--- src/sv/edrx_pkg.sv ---
`default_nettype none

package edrx_pkg;

  // receive-side operation codes
  localparam logic [1:0] OP_RECEIVE = 2'd0;
  localparam logic [1:0] OP_READ    = 2'd1;
  localparam logic [1:0] OP_FLUSH   = 2'd2;

  // configuration register indexes
  localparam logic [1:0] REG_HEADER        = 2'd0;
  localparam logic [1:0] REG_ESCAPE        = 2'd1;
  localparam logic [1:0] REG_ESCAPE_OFFSET = 2'd2;
  localparam logic [1:0] REG_CANCEL_OPCODE = 2'd3;

  localparam logic [7:0] HEADER_RESET        = 8'hFE;
  localparam logic [7:0] ESCAPE_RESET        = 8'hFD;
  localparam logic [7:0] ESCAPE_OFFSET_RESET = 8'h01;
  localparam logic [7:0] CANCEL_OPCODE_RESET = 8'h00;

  // abort sequence: FE 03 <cancel opcode> 99 50
  localparam logic [7:0] ABORT_BYTE0 = 8'hFE;
  localparam logic [7:0] ABORT_BYTE1 = 8'h03;
  localparam logic [7:0] ABORT_BYTE3 = 8'h99;
  localparam logic [7:0] ABORT_BYTE4 = 8'h50;
  localparam logic [2:0] ABORT_LEN   = 3'd5;

  localparam int unsigned FIFO_DEPTH_DEFAULT = 256;
  localparam int unsigned QUEUE_DEPTH        = 4;
  localparam int unsigned FILL_W             = 9;

  typedef enum logic [2:0] {
    CMD_NONE,
    CMD_PUSH,
    CMD_READ,
    CMD_FLUSH,
    CMD_ABORT
  } cmd_kind_t;

  typedef struct packed {
    cmd_kind_t  kind;
    logic [7:0] data;
  } cmd_t;

  typedef struct packed {
    logic [7:0]        read_byte;
    logic              read_valid;
    logic              byte_stored;
    logic              overflow_drop;
    logic              cancel_seen;
    logic [FILL_W-1:0] fill_count;
  } res_t;

  function automatic logic [7:0] abort_byte(input logic [2:0] pos, input logic [7:0] opcode);
    logic [7:0] b;
    unique case (pos)
      3'd0:    b = ABORT_BYTE0;
      3'd1:    b = ABORT_BYTE1;
      3'd2:    b = opcode;
      3'd3:    b = ABORT_BYTE3;
      default: b = ABORT_BYTE4;
    endcase
    return b;
  endfunction

endpackage

`default_nettype wire

--- src/sv/escape_decode_rx_fifo_with_abort.sv ---
`default_nettype none

// channel   | transfer when           | payload
// ----------+-------------------------+-----------------------------------------
// input     | push & !full            | operation, rx_byte, long_transfer
// result    | pop & !empty            | read_byte, read_valid, byte_stored,
//           |                         | overflow_drop, cancel_seen, fill_count
// config    | cfg_valid & cfg_ready   | cfg_index, cfg_data
//
// while results drain, one item per cycle is sustained and the back end
// executes one command a cycle, with one access to the byte store (one write
// or one registered read); inputs pass the command queue, s2 and result queue
// rst is synchronous and clears pointers, counts, queues and decode state;
// the byte store itself is not cleared and needs no clearing pass
// a stalled result side backs up the result queue, then the back end, then
// the command queue, after which full rises; the front never waits on the back

module escape_decode_rx_fifo_with_abort #(
  parameter int unsigned FIFO_DEPTH = edrx_pkg::FIFO_DEPTH_DEFAULT
) (
  input  wire logic       clk,
  input  wire logic       rst,
  // input channel
  input  wire logic       push,
  output logic            full,
  input  wire logic [1:0] operation,
  input  wire logic [7:0] rx_byte,
  input  wire logic       long_transfer,
  // result channel
  output logic            empty,
  input  wire logic       pop,
  output logic [7:0]      read_byte,
  output logic            read_valid,
  output logic            byte_stored,
  output logic            overflow_drop,
  output logic            cancel_seen,
  output logic [8:0]      fill_count,
  // configuration channel
  input  wire logic       cfg_valid,
  output logic            cfg_ready,
  input  wire logic [1:0] cfg_index,
  input  wire logic [7:0] cfg_data
);

  import edrx_pkg::*;

  localparam int unsigned QC_W = $clog2(QUEUE_DEPTH+1);

  logic            in_fire;
  cmd_t            cmd_in;
  cmd_t            cmd_head;
  logic            cmd_empty;
  logic            cmd_pop;
  logic [QC_W-1:0] cmd_count;

  logic            res_push;
  res_t            res_in;
  res_t            res_head;
  logic            res_full;
  logic [QC_W-1:0] res_count;

  // config registers take a write in any cycle
  assign cfg_ready = 1'b1;
  assign in_fire   = push && !full;

  // front: abort matching, unstuffing and classification into a command
  edrx_front u_front (
    .clk           (clk),
    .rst           (rst),
    .cfg_write     (cfg_valid),
    .cfg_index     (cfg_index),
    .cfg_data      (cfg_data),
    .in_fire       (in_fire),
    .operation     (operation),
    .rx_byte       (rx_byte),
    .long_transfer (long_transfer),
    .cmd           (cmd_in)
  );

  // command queue between front and back; its full flag is the input's full
  edrx_queue #(
    .WIDTH ($bits(cmd_t)),
    .DEPTH (QUEUE_DEPTH)
  ) u_cmd_queue (
    .clk       (clk),
    .rst       (rst),
    .push      (in_fire),
    .push_data (cmd_in),
    .full      (full),
    .pop       (cmd_pop),
    .pop_data  (cmd_head),
    .empty     (cmd_empty),
    .count     (cmd_count)
  );

  // back: byte store, pointers and fill count
  edrx_back #(
    .FIFO_DEPTH (FIFO_DEPTH),
    .RQ_DEPTH   (QUEUE_DEPTH)
  ) u_back (
    .clk       (clk),
    .rst       (rst),
    .cmd_empty (cmd_empty),
    .cmd_head  (cmd_head),
    .cmd_pop   (cmd_pop),
    .res_count (res_count),
    .res_push  (res_push),
    .res_data  (res_in)
  );

  // result queue; space is reserved by the back end, so pushes never see full
  edrx_queue #(
    .WIDTH ($bits(res_t)),
    .DEPTH (QUEUE_DEPTH)
  ) u_res_queue (
    .clk       (clk),
    .rst       (rst),
    .push      (res_push),
    .push_data (res_in),
    .full      (res_full),
    .pop       (pop),
    .pop_data  (res_head),
    .empty     (empty),
    .count     (res_count)
  );

  assign read_byte     = res_head.read_byte;
  assign read_valid    = res_head.read_valid;
  assign byte_stored   = res_head.byte_stored;
  assign overflow_drop = res_head.overflow_drop;
  assign cancel_seen   = res_head.cancel_seen;
  assign fill_count    = res_head.fill_count;

  // the credit check must keep the result queue from ever overrunning
  a_res_no_overrun: assert property (@(posedge clk) disable iff (rst)
    res_push |-> !res_full)
    else $error("result queue overrun");

  // at most one outcome flag per result
  a_one_outcome: assert property (@(posedge clk) disable iff (rst)
    !empty |-> $onehot0({read_valid, byte_stored, overflow_drop, cancel_seen}))
    else $error("more than one outcome flag set");

  // an abort always leaves the store empty
  a_cancel_flushes: assert property (@(posedge clk) disable iff (rst)
    (!empty && cancel_seen) |-> (fill_count == 9'd0))
    else $error("abort did not flush the store");

  // the command queue drains whenever the result queue is empty
  a_cmd_drains: assert property (@(posedge clk) disable iff (rst)
    (cmd_count != '0 && res_count == '0) |-> cmd_pop)
    else $error("back end stalled with an empty result queue");

endmodule

`default_nettype wire

--- src/sv/edrx_queue.sv ---
`default_nettype none

module edrx_queue #(
  parameter int unsigned WIDTH = 8,
  parameter int unsigned DEPTH = edrx_pkg::QUEUE_DEPTH
) (
  input  wire logic                         clk,
  input  wire logic                         rst,
  input  wire logic                         push,
  input  wire logic [WIDTH-1:0]             push_data,
  output logic                              full,
  input  wire logic                         pop,
  output logic [WIDTH-1:0]                  pop_data,
  output logic                              empty,
  output logic [$clog2(DEPTH+1)-1:0]        count
);

  localparam int unsigned PTR_W = $clog2(DEPTH);
  localparam int unsigned CNT_W = $clog2(DEPTH+1);

  logic [WIDTH-1:0] slots [DEPTH];
  logic [PTR_W-1:0] wr_ptr;
  logic [PTR_W-1:0] rd_ptr;
  logic             do_push;
  logic             do_pop;

  assign full     = (count == CNT_W'(DEPTH));
  assign empty    = (count == '0);
  assign do_push  = push && !full;
  assign do_pop   = pop && !empty;
  assign pop_data = slots[rd_ptr];

  always_ff @(posedge clk) begin
    if (rst) begin
      wr_ptr <= '0;
      rd_ptr <= '0;
      count  <= '0;
    end else begin
      if (do_push) begin
        wr_ptr <= (wr_ptr == PTR_W'(DEPTH-1)) ? '0 : wr_ptr + 1'b1;
      end
      if (do_pop) begin
        rd_ptr <= (rd_ptr == PTR_W'(DEPTH-1)) ? '0 : rd_ptr + 1'b1;
      end
      if (do_push && !do_pop) begin
        count <= count + 1'b1;
      end else if (do_pop && !do_push) begin
        count <= count - 1'b1;
      end
    end
  end

  always_ff @(posedge clk) begin
    if (do_push) begin
      slots[wr_ptr] <= push_data;
    end
  end

endmodule

`default_nettype wire

--- src/sv/edrx_front.sv ---
`default_nettype none

module edrx_front (
  input  wire logic        clk,
  input  wire logic        rst,
  input  wire logic        cfg_write,
  input  wire logic [1:0]  cfg_index,
  input  wire logic [7:0]  cfg_data,
  input  wire logic        in_fire,
  input  wire logic [1:0]  operation,
  input  wire logic [7:0]  rx_byte,
  input  wire logic        long_transfer,
  output edrx_pkg::cmd_t   cmd
);

  import edrx_pkg::*;

  logic [7:0] header_byte;
  logic [7:0] escape_byte;
  logic [7:0] escape_offset;
  logic [7:0] cancel_opcode;
  logic [2:0] match_idx;
  logic [2:0] match_idx_next;
  logic       escape_pending;
  logic       escape_pending_next;

  logic [2:0] start_idx;
  logic [2:0] adv_idx;
  logic       seq_hit;
  logic       abort_done;
  logic       esc_cleared;

  // abort matcher: FE always restarts at the first position
  always_comb begin
    start_idx = (rx_byte == ABORT_BYTE0) ? 3'd0 : match_idx;
    if (start_idx >= ABORT_LEN) begin
      start_idx = 3'd0;
    end
    seq_hit    = (rx_byte == abort_byte(start_idx, cancel_opcode));
    adv_idx    = start_idx + 3'd1;
    abort_done = seq_hit && (adv_idx == ABORT_LEN);
  end

  always_comb begin
    match_idx_next      = match_idx;
    escape_pending_next = escape_pending;
    esc_cleared         = escape_pending && (rx_byte != header_byte);
    cmd.kind            = CMD_NONE;
    cmd.data            = rx_byte;
    unique case (operation)
      OP_RECEIVE: begin
        match_idx_next = (seq_hit && !abort_done) ? adv_idx : 3'd0;
        if (abort_done) begin
          cmd.kind = CMD_ABORT;
        end else if (rx_byte == escape_byte && !long_transfer) begin
          escape_pending_next = 1'b1;
        end else begin
          escape_pending_next = 1'b0;
          cmd.kind            = CMD_PUSH;
          cmd.data            = esc_cleared ? rx_byte + escape_offset : rx_byte;
        end
      end
      OP_READ:  cmd.kind = CMD_READ;
      OP_FLUSH: cmd.kind = CMD_FLUSH;
      default:  cmd.kind = CMD_NONE;
    endcase
  end

  always_ff @(posedge clk) begin
    if (rst) begin
      header_byte    <= HEADER_RESET;
      escape_byte    <= ESCAPE_RESET;
      escape_offset  <= ESCAPE_OFFSET_RESET;
      cancel_opcode  <= CANCEL_OPCODE_RESET;
      match_idx      <= 3'd0;
      escape_pending <= 1'b0;
    end else begin
      if (cfg_write) begin
        unique case (cfg_index)
          REG_HEADER:        header_byte   <= cfg_data;
          REG_ESCAPE:        escape_byte   <= cfg_data;
          REG_ESCAPE_OFFSET: escape_offset <= cfg_data;
          REG_CANCEL_OPCODE: cancel_opcode <= cfg_data;
        endcase
      end
      if (in_fire) begin
        match_idx      <= match_idx_next;
        escape_pending <= escape_pending_next;
      end
    end
  end

endmodule

`default_nettype wire

--- src/sv/edrx_back.sv ---
`default_nettype none

module edrx_back #(
  parameter int unsigned FIFO_DEPTH = edrx_pkg::FIFO_DEPTH_DEFAULT,
  parameter int unsigned RQ_DEPTH   = edrx_pkg::QUEUE_DEPTH
) (
  input  wire logic                          clk,
  input  wire logic                          rst,
  input  wire logic                          cmd_empty,
  input  wire edrx_pkg::cmd_t                cmd_head,
  output logic                               cmd_pop,
  input  wire logic [$clog2(RQ_DEPTH+1)-1:0] res_count,
  output logic                               res_push,
  output edrx_pkg::res_t                     res_data
);

  import edrx_pkg::*;

  localparam int unsigned PTR_W = $clog2(FIFO_DEPTH);
  localparam int unsigned OCC_W = $clog2(FIFO_DEPTH+1);
  localparam int unsigned RC_W  = $clog2(RQ_DEPTH+1);

  logic [7:0]       store [FIFO_DEPTH];
  logic [7:0]       store_q;
  logic [PTR_W-1:0] wr_ptr;
  logic [PTR_W-1:0] wr_ptr_next;
  logic [PTR_W-1:0] rd_ptr;
  logic [PTR_W-1:0] rd_ptr_next;
  logic [OCC_W-1:0] occ;
  logic [OCC_W-1:0] occ_next;
  logic [OCC_W+FILL_W-1:0] occ_wide;

  logic       fire;
  logic [RC_W:0] slots_used;
  logic       do_write;
  logic       do_read;
  logic       stored_next;
  logic       drop_next;
  logic       cancel_next;

  logic       s2_valid;
  res_t       s2;

  // a slot in the result queue is reserved before a command executes
  assign slots_used = {1'b0, res_count} + {{RC_W{1'b0}}, s2_valid};
  assign fire       = !cmd_empty && (slots_used < (RC_W+1)'(RQ_DEPTH));
  assign cmd_pop    = fire;

  always_comb begin
    wr_ptr_next = wr_ptr;
    rd_ptr_next = rd_ptr;
    occ_next    = occ;
    do_write    = 1'b0;
    do_read     = 1'b0;
    stored_next = 1'b0;
    drop_next   = 1'b0;
    cancel_next = 1'b0;
    unique case (cmd_head.kind)
      CMD_PUSH: begin
        if (occ == OCC_W'(FIFO_DEPTH)) begin
          drop_next = 1'b1;
        end else begin
          do_write    = 1'b1;
          stored_next = 1'b1;
          wr_ptr_next = (wr_ptr == PTR_W'(FIFO_DEPTH-1)) ? '0 : wr_ptr + 1'b1;
          occ_next    = occ + 1'b1;
        end
      end
      CMD_READ: begin
        if (occ != '0) begin
          do_read     = 1'b1;
          rd_ptr_next = (rd_ptr == PTR_W'(FIFO_DEPTH-1)) ? '0 : rd_ptr + 1'b1;
          occ_next    = occ - 1'b1;
        end
      end
      CMD_FLUSH: begin
        wr_ptr_next = '0;
        rd_ptr_next = '0;
        occ_next    = '0;
      end
      CMD_ABORT: begin
        wr_ptr_next = '0;
        rd_ptr_next = '0;
        occ_next    = '0;
        cancel_next = 1'b1;
      end
      default: begin
      end
    endcase
  end

  // fill count reported on 9 bits, wrapped for deeper stores
  assign occ_wide = {{FILL_W{1'b0}}, occ_next};

  always_ff @(posedge clk) begin
    if (rst) begin
      wr_ptr   <= '0;
      rd_ptr   <= '0;
      occ      <= '0;
      s2_valid <= 1'b0;
    end else begin
      s2_valid <= fire;
      if (fire) begin
        wr_ptr <= wr_ptr_next;
        rd_ptr <= rd_ptr_next;
        occ    <= occ_next;
      end
    end
  end

  always_ff @(posedge clk) begin
    s2.read_byte     <= 8'd0;
    s2.read_valid    <= fire && do_read;
    s2.byte_stored   <= stored_next;
    s2.overflow_drop <= drop_next;
    s2.cancel_seen   <= cancel_next;
    s2.fill_count    <= occ_wide[FILL_W-1:0];
  end

  always_ff @(posedge clk) begin
    if (fire && do_write) begin
      store[wr_ptr] <= cmd_head.data;
    end
    if (fire && do_read) begin
      store_q <= store[rd_ptr];
    end
  end

  always_comb begin
    res_push           = s2_valid;
    res_data           = s2;
    res_data.read_byte = s2.read_valid ? store_q : 8'd0;
  end

endmodule

`default_nettype wire

--- config.mk ---
export PLATFORM = sky130hd
export DESIGN_NAME = escape_decode_rx_fifo_with_abort
export DESIGN_NICKNAME = d
export VERILOG_FILES = /design/src/sv/edrx_pkg.sv /design/src/sv/escape_decode_rx_fifo_with_abort.sv /design/src/sv/edrx_queue.sv /design/src/sv/edrx_front.sv /design/src/sv/edrx_back.sv
export SDC_FILE = /design/constraint.sdc
export NUM_CORES = 2
export LEC_CHECK = 0
export ABC_AREA = 1
export CORE_ASPECT_RATIO = 0.7
export CORE_MARGIN = 2
export CORE_UTILIZATION = 50
export CTS_CLUSTER_DIAMETER = 50
export CTS_CLUSTER_SIZE = 20
export DETAILED_ROUTE_END_ITERATION = 10
export DONT_BUFFER_PORTS = 1
export PLACE_DENSITY = 0.67
export SYNTH_ARGS = -nofsm -noshare
export SYNTH_HDL_FRONTEND = slang
export SYNTH_SLANG_ARGS = --single-unit
--- constraint.sdc ---
create_clock -name clk -period 20.4 [get_ports clk]
set_input_delay 6.12 -clock clk [delete_from_list [all_inputs] [get_ports clk]]
set_output_delay 6.12 -clock clk [all_outputs]
set_load 0.01 [all_outputs]
# After elaboration in Yosys (flattened, before gate mapping)
# Memory sizes are Yosys's and may differ from the RTL's. A register that Yosys moved wholly into a read port is not among the register bits.
# Index checks and enable logic that the tools add are counted.
# word_totals
register_bits	89
latch_bits	0
mem_bits_rw	2176
romBits	0
in_bits	26
wordCells	160
memories	3
# mem_list
memory	words	word_bits	read_ports	rd_clocked_by_memory_dff	write_ports	line	source
u_back.store	256	8	1	1	1	edrx_back.sv:23	logic [7:0] store [FIFO_DEPTH];
u_res_queue.slots	4	21	1	1	1	edrx_queue.sv:21	logic [WIDTH-1:0] slots [DEPTH];
u_cmd_queue.slots	4	11	1	1	1	edrx_queue.sv:21	
# op_classes
addsub	15
multipliers	0
div	0
order_cmp	2
n_eq_ne	28
n_shift	0
mux	45
bitwise_logic	1
reduce_logical	45
# ops
operator	n
2-to-1 mux 8 bit	8
one-hot mux 8 bit (2 select lines)	2
one-hot mux 8 bit (4 select lines)	1
2-to-1 mux 9 bit	3
one-hot mux 9 bit (3 select lines)	1
== test 8 bit, second input constant	3
2-to-1 mux 3 bit	8
adder 8 x 1 -> 8 bit, second input constant	2
== test 8 bit	2
logical AND 1 bit	16
2-to-1 mux 2 bit	8
== test 2 bit, second input constant	7
2-to-1 mux 1 bit	13
== test 3 x 2 -> 1 bit, second input constant	4
== test 3 bit, second input constant	4
zero test 1 bit	10
AND reduction 2 bit	5
adder 3 x 1 -> 3 bit, second input constant	3
adder 9 x 1 -> 9 bit, second input constant	1
== test 9 bit, second input constant	1
zero test 3 bit	3
one-hot mux 3 bit (3 select lines)	1
AND reduction 3 bit	3
nonzero test 9 bit	1
16 further kinds	26

# Logic depth before layout (Yosys ltp)
# depth
ltp_word	11
depth_mapped	20

# Hierarchy
# A second synthesis with hierarchy kept.
# hier_totals
hier_cells	8739
hier_area_um2	95566.7
# by_module_without_submodules
mod	n_inst	cells_per_inst	area_each_um2
edrx_back	1	7906	87227.4
edrx_queue at u_res_queue	1	275	3682.3
edrx_front	1	376	2471.1
edrx_queue at u_cmd_queue	1	178	2164.6
escape_decode_rx_fifo_with_abort	1	4	21.3

# Worst setup path before layout
# OpenSTA, ideal clock, no wires.
# synth_path
path_kind	register to register
startpoint	reg (tool-made name)
endpoint	mem u_back.store[0][6], data pin
setup_ns	1.586
t_arrival_ns	7.859
required_ns	18.814
slack_ns	10.955
path_stages_with_launch	6
path_buffers	2
path_cell_list	dfxtp_1 -> inv_2 -> buf_2 -> clkbuf_1 -> o21ai_0 -> o22ai_1
# synth_lines
element	line
end, declared	edrx_back.sv:23

==> flow_summary.ini <==
[cts]
clk_path_buf_depth = 3
postCtsResizedCells = 0
cts-buffers-inserted = 144
cts_root_buf = clkbuf_16
hold_buffers = 0
cts_clock_pin_slew_for_the_worst_setup_and_hold_paths_ns = 0.07
clk_latency_ns = 0.81
cts_tree = done
cts_setup_buffers = 0
htree_levels = 4
tritoncts_num_sinks = 2277

[route]
detailedRoute.firstIterationViolations = 9014
routed-via-count = 59900
detailedRoute.firstPassIterationCount = 7
detail_route.wirelength_mm = 244
route.detailed.vias_per_inst = 6.13
postRouteAntennaNets = 0
drt-wirelength-per-cell_um = 25.0
detail_route.drc_violations = 0

[yosys]
synth-async-reset-ratio = 0
synth_area_um2 = 91500
yosys_warnings = 0
synth_fp_nets = 7579
synth-edff-count = 2184
avgSynthCellArea_um2 = 12.2
synth-seq-area-share = 0.737
dominantRegCellSynth = edfxtp_1
synth.distinct_cells = 44
syn_inst = 7517
synth_seq_cells = 2277

[global_routing]
grt_first_pass_wirelength_mm = 361
grt_use_met2 = 0.363
grt_pass1_vias = 55200
number_of_antenna_violations_at_the_first_check_in_global_routing = 5
grt_remaining_overflow = 0
grt_start_max_net_pins = 257
global_route.usage.met3 = 0.0712
grt_util_all_layers = 0.256
met1_usage = 0.389
globalRoute.busiestLayer = met1

[placed_design]
place_area_um2 = 93600
place.detailed.hpwl_mm = 134
post-place-ws_ns = 11.24
gpl_congestion = 0.905
portBuffers = 0

[final_layout]
final.fill_count = 15000
final_net_count = 7292
final_design_area_no_fill_um2 = 98000
total_area_of_multi_input_combinational_cells_um2 = 21700
final_layout_size_suffix_gt1_frac = 0.0462
areaGrowthSynthToFinish_pct = 7.10
regArea_um2 = 67500

[floorplan]
die-area_um2 = 187000
floorplan.die.height_um = 362
placement_rows = 131
pin_count = 50
core-area_um2 = 182000
initial_core_util = 0.503
die_width_um = 515

[hold_path]
min_from = u_front.match_idx[2]$_SDFFE_PP0P_
whs_path_depth = 2
holdCritPathClass = reg2reg

[critical_path]
worst_r2r_path_depth = 15
timing.critical_path.fanout_max = 43
criticalPathCategory = reg2out
critPathCaptureType = output port
required_ns = 14.28
setup.worst_path.start_class = flip-flop
critPathArrivalTime_ns = 2.89
origin_of_the_critical_flop_to_flop_path = u_back.rd_ptr[0]$_SDFFE_PP0P_

[pwr]
cellLeakagePower_nw = 31.7
finalPower_mw = 13.1
power_density_nw_per_um2 = 134
peakVddDrop_mv = 0.267

[timing]
setup_ws_ns = 11.39
hold_violation_count_in_the_final_report = 0
maxClockFrequency_ghz = 0.111
whs_ns = 0.478
timing_max_transition_violations_final = 0
final.setup_skew_ns = 0.0337
rsz_0062_raised_after_global_routing = no
max-slew-margin-rel = 0.151
worstMarginPinSlew_ns = 1.27
setup_tns_final_ns = 0
final.period_utilization = 0.441
min_period_ns = 9.01
report.final.setup_viol = 0

[job]
cap_violations = 0

[outcome]
outcome = complete, no violations
==> cells in the final DEF (no fill, tap or decap), drive strengths merged <==
cell	synthesis	final
bufinv	0	7
a21o	1	1
clkinv	9	33
o22ai	481	481
inv	134	152
ha	33	33
o211a	2	2
nand3	537	537
nor3	21	21
nand2	763	763
o21a	1	1
a221oi	1	1
a211oi	8	8
a22oi	1	1
diode	0	2
conb	1	1
buf	120	90
fa	3	3
nand3b	1	1
dfxtp	93	93
nor4	1	1
o31ai	2	2
and3	3	3
o311ai	4	4
nor2	1413	1413
clkbuf	403	173
o221ai	53	53
o21ai	1137	1137
nand4	14	14
o211ai	1	1
xor2	16	16
edfxtp	2184	2184
xnor2	8	8
clkinvlp	0	4
or2	2	2
a21oi	63	63
a31oi	3	3
==> sequential cells by signal, indices dropped and copies added, names as in the netlist, 2 cells and up, named ones only <==
register	count
u_back.store	2048
u_res_queue.slots	84
u_cmd_queue.slots	44
u_back.res_data	13
u_back.occ	9
u_back.rd_ptr	8
u_back.store_q	8
u_back.wr_ptr	8
u_front.cancel_opcode	8
u_front.escape_byte	8
u_front.escape_offset	8
u_front.header_byte	8
u_cmd_queue.count	3
u_front.match_idx	3
u_res_queue.count	3
u_cmd_queue.rd_ptr	2
u_cmd_queue.wr_ptr	2
u_res_queue.rd_ptr	2
u_res_queue.wr_ptr	2
==> final timing paths <==
kind | to | slack (ns)
setup reg to reg | u_back.store_q[1]$_DFFE_PP_ | 13.90
hold reg to reg | u_front.match_idx[2]$_SDFFE_PP0P_ | 0.48
setup / recovery | read_byte[3] | 11.39
hold / removal | u_front.match_idx[2]$_SDFFE_PP0P_ | 0.48
==> critical path, cell delays in order, from the launching register on <==
cell,delay [ns]
dfxtp_1,0.30
buf_4,0.25
inv_1,0.94
o21ai_0,0.19
o22ai_1,0.39
==> where the power goes <==
group / internal, mW / switching, mW
logic: 0.766 / 3.01
clock network: 1.46 / 1.55
registers: 6.26 / 0.0864
total: 8.49 / 4.64
==> logic make-up (layout without fill, tap and decap cells) <==
kind of cell               after synthesis  after routing  share of synthesized area
and+or+nand+nor                       2755           2755                      0.121
DFF                                   2277           2277                      0.737
AOI/OAI and AO/OA                     1758           1758                      0.106
buffers and inverters                  666            459                     0.0284
adders and majority gates               36             36                    0.00517
xor gates and xnor gates                24             24                    0.00230
other                                    1              3                  0.0000410
==> stage by stage <==
stage / utilization / cells
floorplan: - / 7517
global placement: 0.514 / 9544
detailed placement: 0.514 / 9544
CTS: 0.538 / 9770
global route: 0.538 / 9770
finish: 0.538 / 9772
==> synth_stat cells, types with 2 or more instances <==
cell      instances  share of area
edfxtp_1       2184           0.72
nor2_1         1412          0.058
o21ai_0        1133          0.062
nand2_1         761          0.031
nand3_1         536          0.029
o22ai_1         481          0.033
clkbuf_1        403          0.017
inv_1           130         0.0053
dfxtp_1          93          0.020
a21oi_1          62         0.0034
buf_1            59         0.0024
buf_2            55         0.0030
o221ai_1         53         0.0051
ha_1             33         0.0045
nor3_1           20         0.0011
xor2_1           16         0.0015
nand4_1          14        0.00096
clkinv_1          9        0.00037
a211oi_1          8        0.00066
xnor2_1           8        0.00077
buf_4             5        0.00041
inv_2             4        0.00016
o21ai_1           4        0.00022
o311ai_0          4        0.00038
a31oi_1           3        0.00021
and3_1            3        0.00021
fa_1              3        0.00066
nand2_2           2        0.00014
o211a_1           2        0.00022
o31ai_1           2        0.00016
or2_2             2        0.00014
==> layer usage <==
layer | vias to the layer above | share of wire
met5 | - | 0
met2 | 3243 | 0.43
met4 | 0 | 0.024
met1 | 29600 | 0.42
met3 | 361 | 0.12
li1 | 26700 | -
==> cell type report <==
type	count	share of cell area
well taps	2460	0.0314
multi-input cells	4574	0.221
clock buffers	173	0.0397
diodes	2	0.0000511
clock inverters	53	0.00568
inverters	143	0.00573
repair buffers	90	0.00804
flip-flops and latches	2277	0.688
No activity file was read; power rests on OpenSTA's default activity.
